--- src/rtl/core/qrs_pkg.sv ---
`default_nettype none

package qrs_pkg;

    typedef enum logic [1:0] {
        ST_TWO_ROOTS = 2'd0,
        ST_ONE_ROOT  = 2'd1,
        ST_NO_ROOTS  = 2'd2,
        ST_INVALID   = 2'd3
    } t_status;

    // coefficient classification made by the front end
    typedef struct packed {
        logic a_zero;
        logic b_zero;
    } t_cls;

    localparam int FIFO_DEPTH = 4;
    localparam int FIFO_AW    = 2;

endpackage

`default_nettype wire

--- src/rtl/core/qrs_fifo.sv ---
`default_nettype none

module qrs_fifo
    import qrs_pkg::*;
#(
    parameter int DW = 8
) (
    input  wire logic          i_clk,
    input  wire logic          i_rst_n,
    input  wire logic          i_push,
    input  wire logic [DW-1:0] i_data,
    output logic               o_full,
    input  wire logic          i_pop,
    output logic               o_empty,
    output logic [DW-1:0]      o_data
);

    logic [DW-1:0]    r_mem [FIFO_DEPTH];
    logic [FIFO_AW-1:0] r_wp, r_rp;
    logic [FIFO_AW:0]   r_cnt;

    assign o_full  = (r_cnt == (FIFO_AW+1)'(FIFO_DEPTH));
    assign o_empty = (r_cnt == '0);
    assign o_data  = r_mem[r_rp];

    always_ff @(posedge i_clk) begin
        if (!i_rst_n) begin
            r_wp  <= '0;
            r_rp  <= '0;
            r_cnt <= '0;
        end else begin
            if (i_push) begin
                r_wp <= r_wp + FIFO_AW'(1);
            end
            if (i_pop) begin
                r_rp <= r_rp + FIFO_AW'(1);
            end
            if (i_push && !i_pop) begin
                r_cnt <= r_cnt + (FIFO_AW+1)'(1);
            end else if (i_pop && !i_push) begin
                r_cnt <= r_cnt - (FIFO_AW+1)'(1);
            end
        end
        if (i_push) begin
            r_mem[r_wp] <= i_data;
        end
    end

endmodule

`default_nettype wire

--- config.mk ---
export PLATFORM = sky130hd
export DESIGN_NAME = qrs_fifo
export DESIGN_NICKNAME = d
export VERILOG_FILES = /design/src/rtl/core/qrs_pkg.sv /design/src/rtl/core/qrs_fifo.sv
export SDC_FILE = /design/constraint.sdc
export NUM_CORES = 1
export LEC_CHECK = 0
export BUFFER_PORTS_ARGS = -buffer_cell sky130_fd_sc_hd__buf_4
export CELL_PAD_IN_SITES_DETAIL_PLACEMENT = 1
export CELL_PAD_IN_SITES_GLOBAL_PLACEMENT = 2
export CORE_MARGIN = 3
export CORE_UTILIZATION = 40
export DETAILED_ROUTE_END_ITERATION = 8
export PLACE_DENSITY_LB_ADDON = 0.1
export SKIP_LAST_GASP = 1
export SYNTH_ARGS = -nofsm -noshare
export SYNTH_HDL_FRONTEND = slang
export SYNTH_SLANG_ARGS = --single-unit
export TNS_END_PERCENT = 30
--- constraint.sdc ---
create_clock -name i_clk -period 2.1 [get_ports i_clk]
set_input_delay 0.105 -clock i_clk [delete_from_list [all_inputs] [get_ports i_clk]]
set_output_delay 0.105 -clock i_clk [all_outputs]
set_load 0.1 [all_outputs]
# After elaboration in Yosys (flattened, before gate mapping)
# Memories as Yosys holds them, arrays and structs flattened. A register that Yosys moved wholly into a read port is not among the register bits.
# Index checks and enable logic that the tools add are counted.
# W data, S select, Z words.
dict set report classes {
  n_addsub 4
  n_eq_ne 1
  n_mux 6
  reduce_logical 6
}
# op count
set op_table {}
lappend op_table {{$mux W3} 2}
lappend op_table {{$add A2 B1 Y2 const B} 2}
lappend op_table {{$mux W2} 2}
lappend op_table {{$add A3 B1 Y3 const B} 1}
lappend op_table {{$eq A3 B3 Y1 const B} 1}
lappend op_table {{$logic_not A3 Y1} 1}
lappend op_table {{$sub A3 B1 Y3 const B} 1}
lappend op_table {{$logic_and A1 B1 Y1} 2}
lappend op_table {{$logic_not A1 Y1} 2}
lappend op_table {{$mux W1} 2}
lappend op_table {{$reduce_bool A2 Y1} 1}
dict set report word_totals {
  ff_bits 7
  mem_bits_rw 32
  input_bits 12
  out_inout_bits 10
  wordCells 21
  memories 1
}
# memory words word_bits read_ports rd_clocked_by_memory_dff write_ports line_no
set memory_table {}
lappend memory_table {r_mem 4 8 1 1 1 qrs_fifo.sv:18} ;# logic [DW-1:0] r_mem [FIFO_DEPTH];

# Logic depth before layout (Yosys ltp)
dict set report depth {
  ltp_word 4
  depth_mapped 7
  depth_no_buf 7
}

# Worst setup path after synthesis
# OpenSTA, ideal clock, no wires.
dict set report synth_path {
  path_type {flip-flop to output port}
  from {register r_cnt[0]}
  to {output port o_full}
  t_arrival_ns 2.553
  required_ns 1.995
  setup_slack_ns -0.558
  path_stages_with_launch 2
  n_path_buf 0
  cell_sequence {dfxtp_1 nor3b_1}
}
dict set report synth_via {
  elab_chain_len 1
}
# item line_no
set synth_rtl {}
lappend synth_rtl {{from (decl)} qrs_fifo.sv:20} ;# logic [FIFO_AW:0] r_cnt;
lappend synth_rtl {{from (signal assigned)} qrs_fifo.sv:39} ;# r_cnt <= r_cnt + (FIFO_AW+1)'(1);
lappend synth_rtl {{from (signal assigned)} qrs_fifo.sv:41} ;# r_cnt <= r_cnt - (FIFO_AW+1)'(1);
lappend synth_rtl {{$eq A3 B3 Y1} qrs_fifo.sv:22} ;# assign o_full = (r_cnt == (FIFO_AW+1)'(FIFO_DEPTH));
lappend synth_rtl {{to (decl)} qrs_fifo.sv:12} ;# output logic o_full,
# Every way passes these cells.

==> reports/results.txt <==
share of layout cells above drive strength 1 -> 33.3%
Buffers & Inverters on Critical Path -> 2
worst-margin pin slew -> 0.472 ns
Synth area leaders -> edfxtp_1 (60%), dfxtp_1 (11%), mux4_2 (11%)
Synth Area in Adders -> 5.15%
total CTS buffers -> 5
Lkg Pwr -> 0.708 nW
Synth Area in Compound Gates -> 0.781%
Hold Crit Start -> i_data[3]
crit end category -> output port
end of the worst register-to-register path -> r_cnt[2]
routed wire length per instance -> 16.6 um
Yosys top cell area share -> 60.0%
nets -> 131
net load switching power -> 0.000609 W
most frequent cells in the layout -> edfxtp_1 (32), buf_4 (23), and2_1 (9), dfxtp_1 (9), mux4_2 (8)
DR pass1 iterations -> 3
diodes inserted -> 0
PortBufs -> 21
Starting Density -> 42.5%
critical path's slowest cell -> mux4_2
post_cts resized -> 0
Synth area leader -> edfxtp_1
switching share of total power -> 30.2%
Die Span X -> 69.3 um
Reg2Reg Setup Slack -> 0.59 ns
area of the multi-input gates -> 435 um^2
pwr/cell area -> 1050 nW/um^2
gr usage total -> 12.7%
Maximum Capacitance Violations -> 0
antenna viol nets, final -> 0
postcts setup bufs -> 0
met2 usage -> 20.6%
initial antenna violation count -> 0
critical path, cell by cell -> buf_4 -> mux4_2 -> buf_4
Min-Delay Path Depth -> 1
Non-Filler Instances -> 162
FILL cells -> 351
FF+latch count, synth -> 41
Core Region -> 3770 um^2
worst vdd ir -> 0.000459 V
Core Util, Final -> 51.2%
worst reg2reg path depth -> 4
Post-Synth Simple-Gate Area -> 5.70%
H-tree levels -> 2
met3 Use GR -> 4.93%
Detailed Route Iter0 Violations -> 37
Vias/cell -> 4.84
Max Freq -> 600 MHz
Area growth syn-to-layout -> 20.5%
sequential share of power -> 47.5%
number of global-route vias before repair -> 881
crit-path leading delay family -> multiplexers
Largest stage delay, worst path -> 0.51 ns
clock root buffer -> clkbuf_8
Avg Cell Area, Syn -> 18.9 um^2
worst min-delay path category -> in2reg
Residual DRC -> 0
Rel. slew slack -> 68.5%
Setup-failing EPs final -> 0
commonest non-fill, non-tap cell in the layout -> edfxtp_1
first-pass GRT wire length -> 4530 um
post-synthesis sequential area ratio -> 71.2%
Post-CTS Hold Buffers -> 0
hpwl dp -> 1920 um
Setup Skew -> 0.00525 ns
status -> complete, no violations
Synth cell types -> 19
crit-path most repeated cell -> buf_4
CTS sink cnt -> 41
WL final -> 2690 um
Vert. Die Dim -> 69.3 um
Int Power -> 0.00141 W
YS warnings -> 0
largest family of logic cells by synthesized area -> multiplexers
GR Overflow Total -> 0
multiplexer share of the synthesized area -> 12.5%
GPL Wtd Cong -> 0.638
reg2reg start -> r_cnt[0]
Critical Path RT -> 2.00 ns
WS Path Type -> reg2out
RSZ-0062 raised after global routing -> false
post-synthesis cell area -> 1600 um^2
row count -> 22
I/O pins -> 22
final slew viol count -> 0
hold worst-path end -> r_mem[3][3]
worst skew pair latency -> 0.28 ns
busiest layer in global routing -> met2
overall power -> 0.00202 W
TritonCTS clock tree -> built
clock group share of total power -> 29.5%
clk buf depth -> 2
detailed-route via count -> 784
crit path max fanout -> 4
met1 usage -> 15.0%
Hold WS -> 0.0194 ns
die area -> 4800 um^2
largest net degree at the start of global routing -> 13
synthesized net count -> 103
Final Hold Fails -> 0
sequential cell area -> 1140 um^2
Clock transition at path regs -> 0.07 ns
crit start category -> register
combinational power share -> 23.0%
minimum clock period -> 1.67 ns
Period Utilization, post-route -> 79.3%
Cells after Synth -> 85
placed insts -> 154
Post-Synth XOR/XNOR Area -> 2.73%
worst path arrival time -> 1.56 ns
Yosys cell counts:
library cell,number
inv_1,4
xor2_1,3
fa_1,1
nor2b_1,2
buf_6,1
xnor2_1,2
dfxtp_1,9
nor3_1,1
or3_1,1
and2_1,9
a21boi_1,1
clkbuf_2,1
nor3b_1,1
o21ai_0,1
edfxtp_1,32
mux2i_1,2
nand2_1,1
mux4_2,8
ha_1,5
worst max-delay path by stage:
| stage | startpoint | endpoint | cells past startpoint |
|---|---|---|---|
| 6_report | register | o_data[5] | 3 |
| 5_1_grt | register | o_data[5] | 3 |
| 4_1_cts | register | o_data[5] | 3 |
| 3_5_place_dp | i_pop | r_cnt[2] | 8 |
| 3_3_place_gp | i_pop | r_cnt[2] | 8 |
| 2_1_floorplan | r_cnt[0] | o_empty | 1 |
kinds of logic (layout without fill, tap and decap cells):
logic type / count (synthesis) / after routing
AO/OA/AOI/OAI: 2 / 2
adder cells (fa/ha/maj): 6 / 6
AND/OR/NAND/NOR: 15 / 15
buffers and inverters: 6 / 35
multiplexers: 10 / 10
flip-flops: 41 / 41
XOR/XNOR: 5 / 5
metal layers:
layer,wire length [um],vias to the layer above
met5,0,-
met4,25,0
met3,110,2
met2,1480,17
met1,1080,392
li1,-,373
sequential cells by signal (all words and copies together), names as in the netlist, named ones only:
signal,flops
r_mem,32
r_cnt,3
r_rp,2
r_wp,2
through the flow:
step	worst slack (ns)	TNS [ns]	cell area [um^2]
final	0.434	0	1930
after CTS	0.408	0	1930
after global placement	0.558	0	1820
after global routing	0.363	0	1930
after detailed placement	0.519	0	1820
after floorplan	-0.437	-0.437	1610
cell type report:
class,count,share of cell area (%)
Inverter,4,0.778
Clock buffer,6,3.76
Sequential cell,41,59.1
Multi-Input combinational cell,38,22.6
Tap cell,48,3.11
Timing Repair Buffer,23,8.94
Clock inverter,2,1.75
power by group through the flow:
stage	combinational (W)	sequential (W)	clock, W
after global placement	0.000465	0.000975	0
final	0.000465	0.000959	0.000597
after detailed placement	0.000471	0.000979	0
after floorplan	0.000374	0.000965	0
after CTS	0.000473	0.000961	0.000617
after global routing	0.000493	0.000965	0.000657
Power figures use the tool's default switching activity.
