===== src/rtl/core/qrs_pkg.sv =====
`default_nettype none

package qrs_pkg;

    typedef enum logic [1:0] {
        ST_TWO_ROOTS = 2'd0,
        ST_ONE_ROOT  = 2'd1,
        ST_NO_ROOTS  = 2'd2,
        ST_INVALID   = 2'd3
    } t_status;

    // coefficient classification made by the front end
    typedef struct packed {
        logic a_zero;
        logic b_zero;
    } t_cls;

    localparam int FIFO_DEPTH = 4;
    localparam int FIFO_AW    = 2;

endpackage

`default_nettype wire


===== src/rtl/core/qrs_ifs.sv =====
`default_nettype none

interface qrs_req_if #(parameter int W = 32);
    logic                valid;
    logic                ready;
    logic signed [W-1:0] coef_a;
    logic signed [W-1:0] coef_b;
    logic signed [W-1:0] coef_c;

    modport source (output valid, output coef_a, output coef_b, output coef_c, input ready);
    modport sink   (input valid, input coef_a, input coef_b, input coef_c, output ready);
endinterface


`default_nettype wire


===== src/rtl/core/qrs_front.sv =====
`default_nettype none

module qrs_front
    import qrs_pkg::*;
#(
    parameter int W = 32
) (
    input  wire logic          i_clk,
    input  wire logic          i_rst_n,
    qrs_req_if.sink            i_req,
    input  wire logic          i_full,
    output logic               o_push,
    output logic [7*W+4:0]     o_data
);

    logic         w_na, w_nb, w_nc;
    logic [W-1:0] w_ma, w_mb, w_mc;
    logic         w_adv;

    // stage 1: sign and magnitude
    logic         r_f1_v;
    logic         r_na, r_nb, r_nc;
    logic [W-1:0] r_ma, r_mb, r_mc;

    // stage 2: products and zero classification
    logic          r_f2_v;
    t_cls          r_cls;
    logic          r_na2, r_nb2, r_nc2;
    logic [W-1:0]  r_ma2, r_mb2, r_mc2;
    logic [2*W-1:0] r_b2, r_ac;

    assign w_na = i_req.coef_a[W-1];
    assign w_nb = i_req.coef_b[W-1];
    assign w_nc = i_req.coef_c[W-1];
    assign w_ma = w_na ? (~i_req.coef_a + W'(1)) : i_req.coef_a;
    assign w_mb = w_nb ? (~i_req.coef_b + W'(1)) : i_req.coef_b;
    assign w_mc = w_nc ? (~i_req.coef_c + W'(1)) : i_req.coef_c;

    assign w_adv       = !r_f2_v || !i_full;
    assign i_req.ready = !r_f1_v || w_adv;
    assign o_push      = r_f2_v && !i_full;
    assign o_data      = {r_cls, r_na2, r_nb2, r_nc2, r_ma2, r_mb2, r_mc2, r_b2, r_ac};

    always_ff @(posedge i_clk) begin
        if (!i_rst_n) begin
            r_f1_v <= 1'b0;
        end else if (i_req.ready) begin
            r_f1_v <= i_req.valid;
        end
        if (i_req.ready) begin
            r_na <= w_na;
            r_nb <= w_nb;
            r_nc <= w_nc;
            r_ma <= w_ma;
            r_mb <= w_mb;
            r_mc <= w_mc;
        end
    end

    always_ff @(posedge i_clk) begin
        if (!i_rst_n) begin
            r_f2_v <= 1'b0;
        end else if (w_adv) begin
            r_f2_v <= r_f1_v;
        end
        if (w_adv) begin
            r_cls.a_zero <= (r_ma == '0);
            r_cls.b_zero <= (r_mb == '0);
            r_na2 <= r_na;
            r_nb2 <= r_nb;
            r_nc2 <= r_nc;
            r_ma2 <= r_ma;
            r_mb2 <= r_mb;
            r_mc2 <= r_mc;
            r_b2  <= {{W{1'b0}}, r_mb} * {{W{1'b0}}, r_mb};
            r_ac  <= {{W{1'b0}}, r_ma} * {{W{1'b0}}, r_mc};
        end
    end

endmodule

`default_nettype wire


===== src/flat_wrapper.sv =====
// flat-port wrapper written by rule: the top's interface ports become plain ports
module qrs_front_flat import qrs_pkg::*;
#(
    parameter int W = 32
)
  (i_clk, i_rst_n, i_full, o_push, o_data, i_req_valid, i_req_coef_a, i_req_coef_b, i_req_coef_c, i_req_ready);
  qrs_req_if #(.W(W)) i_req_i ();
  input  wire logic i_clk;
  input  wire logic i_rst_n;
  input  wire logic i_full;
  output logic o_push;
  output logic [7*W+4:0] o_data;
  input wire logic [$bits(i_req_i.valid)-1:0] i_req_valid;
  input wire logic [$bits(i_req_i.coef_a)-1:0] i_req_coef_a;
  input wire logic [$bits(i_req_i.coef_b)-1:0] i_req_coef_b;
  input wire logic [$bits(i_req_i.coef_c)-1:0] i_req_coef_c;
  output wire logic [$bits(i_req_i.ready)-1:0] i_req_ready;
  assign i_req_i.valid = i_req_valid;
  assign i_req_i.coef_a = i_req_coef_a;
  assign i_req_i.coef_b = i_req_coef_b;
  assign i_req_i.coef_c = i_req_coef_c;
  assign i_req_ready = i_req_i.ready;
  qrs_front #(.W(W)) u_core (.i_clk(i_clk), .i_rst_n(i_rst_n), .i_req(i_req_i), .i_full(i_full), .o_push(o_push), .o_data(o_data));
endmodule

===== config.mk =====
export PLATFORM = sky130hd
export DESIGN_NAME = qrs_front_flat
export DESIGN_NICKNAME = d
export VERILOG_FILES = /design/src/rtl/core/qrs_pkg.sv /design/src/rtl/core/qrs_ifs.sv /design/src/rtl/core/qrs_front.sv /design/src/flat_wrapper.sv
export SDC_FILE = /design/constraint.sdc
export NUM_CORES = 2
export LEC_CHECK = 0
export BUFFER_PORTS_ARGS = -buffer_cell sky130_fd_sc_hd__buf_2
export CAP_MARGIN = 20
export CORE_ASPECT_RATIO = 0.6
export CORE_UTILIZATION = 70
export DETAILED_ROUTE_END_ITERATION = 8
export PLACE_DENSITY_LB_ADDON = 0.25
export SLEW_MARGIN = 20
export SYNTH_ARGS = -nofsm -noshare
export SYNTH_HDL_FRONTEND = slang
export SYNTH_SLANG_ARGS = --single-unit
export TNS_END_PERCENT = 50

===== constraint.sdc =====
create_clock -name i_clk -period 11.1 [get_ports i_clk]
set_input_delay 1.665 -clock i_clk [delete_from_list [all_inputs] [get_ports i_clk]]
set_output_delay 1.665 -clock i_clk [all_outputs]
set_load 0.01 [all_outputs]

== Yosys cells after proc, flatten, opt, wreduce, memory -nomap -nowiden ==
Cells that the tools add are included.

* Flip-flop bits (word level): 330
* Input port bits: 100

* Reduce and logical (&&, ||, !) cells: 8
* Add/subtract/negate cells: 3
* Multipliers: 2
* Mux-type cells: 3
* Bitwise operators: 3

{| class="wikitable"
|+ Operator list
! operator !! count
|-
| $mul A32 B32 Y64 || 2
|-
| $add A32 B2 Y32 const B || 3
|-
| $not A32 Y32 || 3
|-
| $mux W31 || 3
|-
| $logic_not A32 Y1 || 2
|-
| $logic_not A1 Y1 || 3
|-
| $logic_or A1 B1 Y1 || 2
|-
| $logic_and A1 B1 Y1 || 1
|}

== Depth between registers and ports, before layout ==
* Depth in word-level cells: 3
* Mapped depth: 30
* Depth with buffers taken out: 27

== Worst setup path before layout ==
OpenSTA, ideal clock, no wires.

* Path type: register -> register
* From: register u_core.r_mb[27]
* To: register u_core.r_b2[63] (data pin)
* Slack: 3521 ps
* Arrival: 7319 ps
* Period minus slack after synthesis: 7579 ps
* Data required time: 10840 ps
* Stages on the path, launching flop included: 29
* Path through: edfxtp_1 > clkbuf_1 > clkbuf_1 > clkbuf_1 > nand2_1 > fa_1 > inv_1 > fa_1 > fa_1 > inv_1 > fa_1 > inv_1 > fa_1 > fa_1 > fa_1 > inv_1 > fa_1 > inv_1 > ha_1 > clkbuf_1 > and3_1 > and3b_1 > o21ai_0 > o211ai_1 > and2_1 > a211o_1 > a31oi_1 > o21ai_0 > xnor2_1

* Longest elaborated chain between the ends: 1

{| class="wikitable"
|+ Ends and longest elaborated chain
! what !! RTL line !! RTL
|-
| from (decl) || qrs_front.sv:23 || <nowiki>logic [W-1:0] r_ma, r_mb, r_mc;</nowiki>
|-
| from (signal assigned) || qrs_front.sv:55 || <nowiki>r_mb <= w_mb;</nowiki>
|-
| $mul A32 B32 Y64 || qrs_front.sv:75 || <nowiki>r_b2 <= {{W{1'b0}}, r_mb} * {{W{1'b0}}, r_mb};</nowiki>
|-
| to (signal assigned) || qrs_front.sv:75 ||
|-
| to (decl) || qrs_front.sv:30 || <nowiki>logic [2*W-1:0] r_b2, r_ac;</nowiki>
|}

No other way between the ends.
A chain may end at the register's enable or synchronous reset.

== Worst setup path in the final report ==
* From: register u_core.r_mc[10]
* To: register u_core.r_ac[62] (data pin)

* Longest elaborated chain between the ends: 1

{| class="wikitable"
|+ Ends and longest elaborated chain
! what !! RTL line !! RTL
|-
| from (decl) || qrs_front.sv:23 ||
|-
| from (signal assigned) || qrs_front.sv:56 || <nowiki>r_mc <= w_mc;</nowiki>
|-
| $mul A32 B32 Y64 || qrs_front.sv:76 || <nowiki>r_ac <= {{W{1'b0}}, r_ma} * {{W{1'b0}}, r_mc};</nowiki>
|-
| to (signal assigned) || qrs_front.sv:76 ||
|-
| to (decl) || qrs_front.sv:30 ||
|}

No other way between the ends.

==> impl_results.md <==
- Outcome: finished clean
- Buffers and inverters on the worst path: 6
- Fillers: 7,362
- Die Width: 424 µm
- Synth-to-layout area growth: 5.53%
- CP Data Required Time: 11.42 ns
- Synthesis Warnings: 0
- Core area: ~110,000 µm²
- Startpoint Class: flip-flop
- Critical path's largest stage delay: 1.21 ns
- CTS H-tree depth: 2
- Worst-path clk slew: 0.07 ns
- Die area: between 100,000 and 150,000 µm²
- RSZ-0062 raised after global routing: false
- Final min period: 9.49 ns
- Pin count of the biggest net entering global routing: around 120
- Hold Path Depth: 0
- DRT Wirelength: 222,000 µm
- Clock skew: 0.0532 ns
- Crit. Startpoint: u_core.r_mc[10]
- Initial Util: 70.9%
- Antenna Nets Post-Route: 0
- Setup-failing EPs final: 0
- Final Max Tran Viols: 0
- Vias: 54.9k
- Mapped Avg Cell Area: 9.89 µm²
- Main flop type after synthesis: edfxtp_1
- Slew HR: 13.0%
- HPWL Detailed: 175,000 µm
- Final setup TNS: 0 ns
- WS Path Type: flip-flop to flip-flop
- Post-synth EDFFs: 326
- 1st-pass router iterations: 6
- Crit path to: u_core.r_ac[62]
- Hold buffers post-CTS: 0
- Arrival time at the worst endpoint: between 9 and 10 ns
- Number of global-route vias before repair: 57.8k
- First-pass GRT wire length: 342,000 µm
- Clk_lat worst skew: between 0.6 and 0.7 ns
- CTS tree: done
- Hold Vio Cnt, Final: 0
- Clock buffer depth: 3
- Mapped Area: 74,900 µm²
- Synth Register Bits: 328
- Crit path depth: 23
- Slew @ Worst Pin: around 1.3 ns
- Critical path's top delay family: adder cells
- Max Cap Viol: 0
- Crit-path cells: buf_4 > nand2_1 > fa_1 > inv_1 > fa_1 > fa_1 > inv_1 > fa_1 > inv_1 > fa_1 > fa_1 > fa_1 > inv_1 > fa_1 > inv_1 > ha_1 > nand4_1 > or4_1 > a21oi_1 > nor3_1 > o21ai_0 > a41oi_1 > o311ai_0
- GR Util All Layers: 42.3%
- Resize count post-CTS: 0
- Via density: 6.01
- Cell variety after synth: 79
- Post-CTS Setup Inserts: 0
- Initial antenna violation count: 6
- Num CTS Buffers: 36
- R2R setup slack: 1.61 ns
- CP dominant cell by count: fa_1
- Sequential share of the synthesized area: a little over an eighth
- CP Capture Type: flip-flop
- GRT overflow: 0
- FF/Latch Area: 9830 µm²
- Nets: 10.0k
- Syn Nets: 9,924
- Routability cong.: ~1.1
- Reg-to-reg startpoint: u_core.r_mc[10]
- Slowest stage cell, crit path: edfxtp_1
- Port Buffers: 329
- Hold Crit Start: u_core.r_na
- Hold WC Path Type: flip-flop to flip-flop
- Final worst-path cycle share: 85.5%
- Die Y: 255 µm
- Row cnt: 92
- Synth async-reset ratio: 0%
- I/O Pins: 331
- Area taken by multi-input logic gates: 56,700 µm²
- Critical R2R Capture: u_core.r_ac[62]
- CTS sink cnt: 328
- Post-route DRC: 0
- Max Freq: between 100 and 150 MHz
- R2R depth: 23
- First-iteration detailed-routing DRC count: 6,220
- Cells after synthesis: 7,570
- Crit-path max FO: 21
- Root Buffer: clkbuf_16
- Avg WL per Cell: approximately 24 µm
- Layout cell share with drive strength beyond 1: 7.17%
-- final cells by class --
class	count	share of cell area, %
antenna	6	0.0190
clock inverter	28	0.388
inverter	1857	8.82
sequential	328	12.4
multi-input combinational	5020	71.8
clock buffer	37	1.14
timing repair buffer	443	3.20
tap	1410	2.23
-- how the worst min path moves through the flow --
stage | end | slack, ns
2_1_floorplan | u_core.r_na2 | 0.40
4_1_cts | u_core.r_na2 | 0.42
5_1_grt | u_core.r_na2 | 0.42
6_report | u_core.r_na2 | 0.41
3_3_place_gp | u_core.r_nc2 | 0.40
3_5_place_dp | u_core.r_nc2 | 0.41
-- layout by cell type, fill, tap and decap left out, drive strengths merged, types with 24 or more instances in the layout --
| cell | instances |
|---|---|
| buf | 443 |
| xnor2 | 168 |
| nand2 | 823 |
| clkbuf | 37 |
| ha | 566 |
| xor2 | 85 |
| o21bai | 28 |
| a31oi | 24 |
| a21o | 64 |
| o21ai | 112 |
| nor4 | 28 |
| edfxtp | 326 |
| nand4 | 32 |
| fa | 1688 |
| nor2 | 95 |
| and2 | 842 |
| inv | 1865 |
| nand3 | 42 |
| o31ai | 32 |
| a21oi | 156 |
-- Yosys cell counts (all sizes together) (9+ instances only) --
cell,instances,area (µm²)
o41ai,15,165
nand3,42,215
o31ai,32,259
nand4,32,200
xor2,85,744
xnor2,168,1470
or2,9,56.3
edfxtp,326,9790
nor4,28,211
fa,1688,33800
a21o,64,480
nand2b,16,100
a21boi,9,67.6
o21bai,28,210
inv,1857,6970
ha,566,7080
or4,13,106
nand2,823,3090
a31o,18,158
o21a,14,105
a21oi,156,781
a211oi,9,67.6
and2,842,5270
nor2b,18,113
nor3,23,115
or3,17,123
o21ai,112,561
clkbuf,351,1320
buf,14,85.1
and3,18,113
a31oi,24,150
nor2,95,357
-- cell families (layout without fill, tap and decap cells) --
kind of cell,after synthesis,count (layout),share of synthesized area (%)
AO/OA/AOI/OAI,525,525,4.56
buffers and inverters,2222,2365,11.2
multiplexers,3,3,0.0418
adder cells (fa/ha/maj),2254,2254,54.6
XOR/XNOR,253,253,2.96
flip-flops,328,328,13.1
AND/OR/NAND/NOR,1984,1984,13.5
other,1,7,0.00501
-- flip-flops by register name, indices dropped and copies added (netlist names), 2 cells and up --
register	cells
u_core.r_b2	63
u_core.r_mb2	31
u_core.r_ma	32
u_core.r_mc	32
u_core.o_data	2
u_core.r_ac	64
u_core.r_mb	32
u_core.r_mc2	32
u_core.r_ma2	32
-- stage by stage --
| step | cell area, µm² | util [%] | setup WS (ns) | hold WS [ns] | std cells |
|---|---|---|---|---|---|
| final | 79000 | 74.9 | 1.61 | 0.415 | 9129 |
| after global routing | 79000 | 74.8 | 1.47 | 0.422 | 9125 |
| after CTS | 79000 | 74.8 | 1.90 | 0.424 | 9121 |
| after detailed placement | 77800 | 73.7 | 2.04 | 0.406 | 9056 |
| after global placement | 77800 | 73.7 | 2.10 | 0.404 | 9056 |
| after floorplan | 74900 | - | 3.52 | 0.400 | 7570 |
-- layer usage --
layer  vias up  global-route usage, %  wire, µm
met5         -                   4.34       699
met4        16                   8.60      5260
met3       483                   24.3     43200
met2      4209                   53.6     85300
met1     27466                   62.3     87700
li1      22736                      -         -
Power is not shown: default switching activity piles up to over one toggle a cycle in this logic, so the estimate is an artifact.
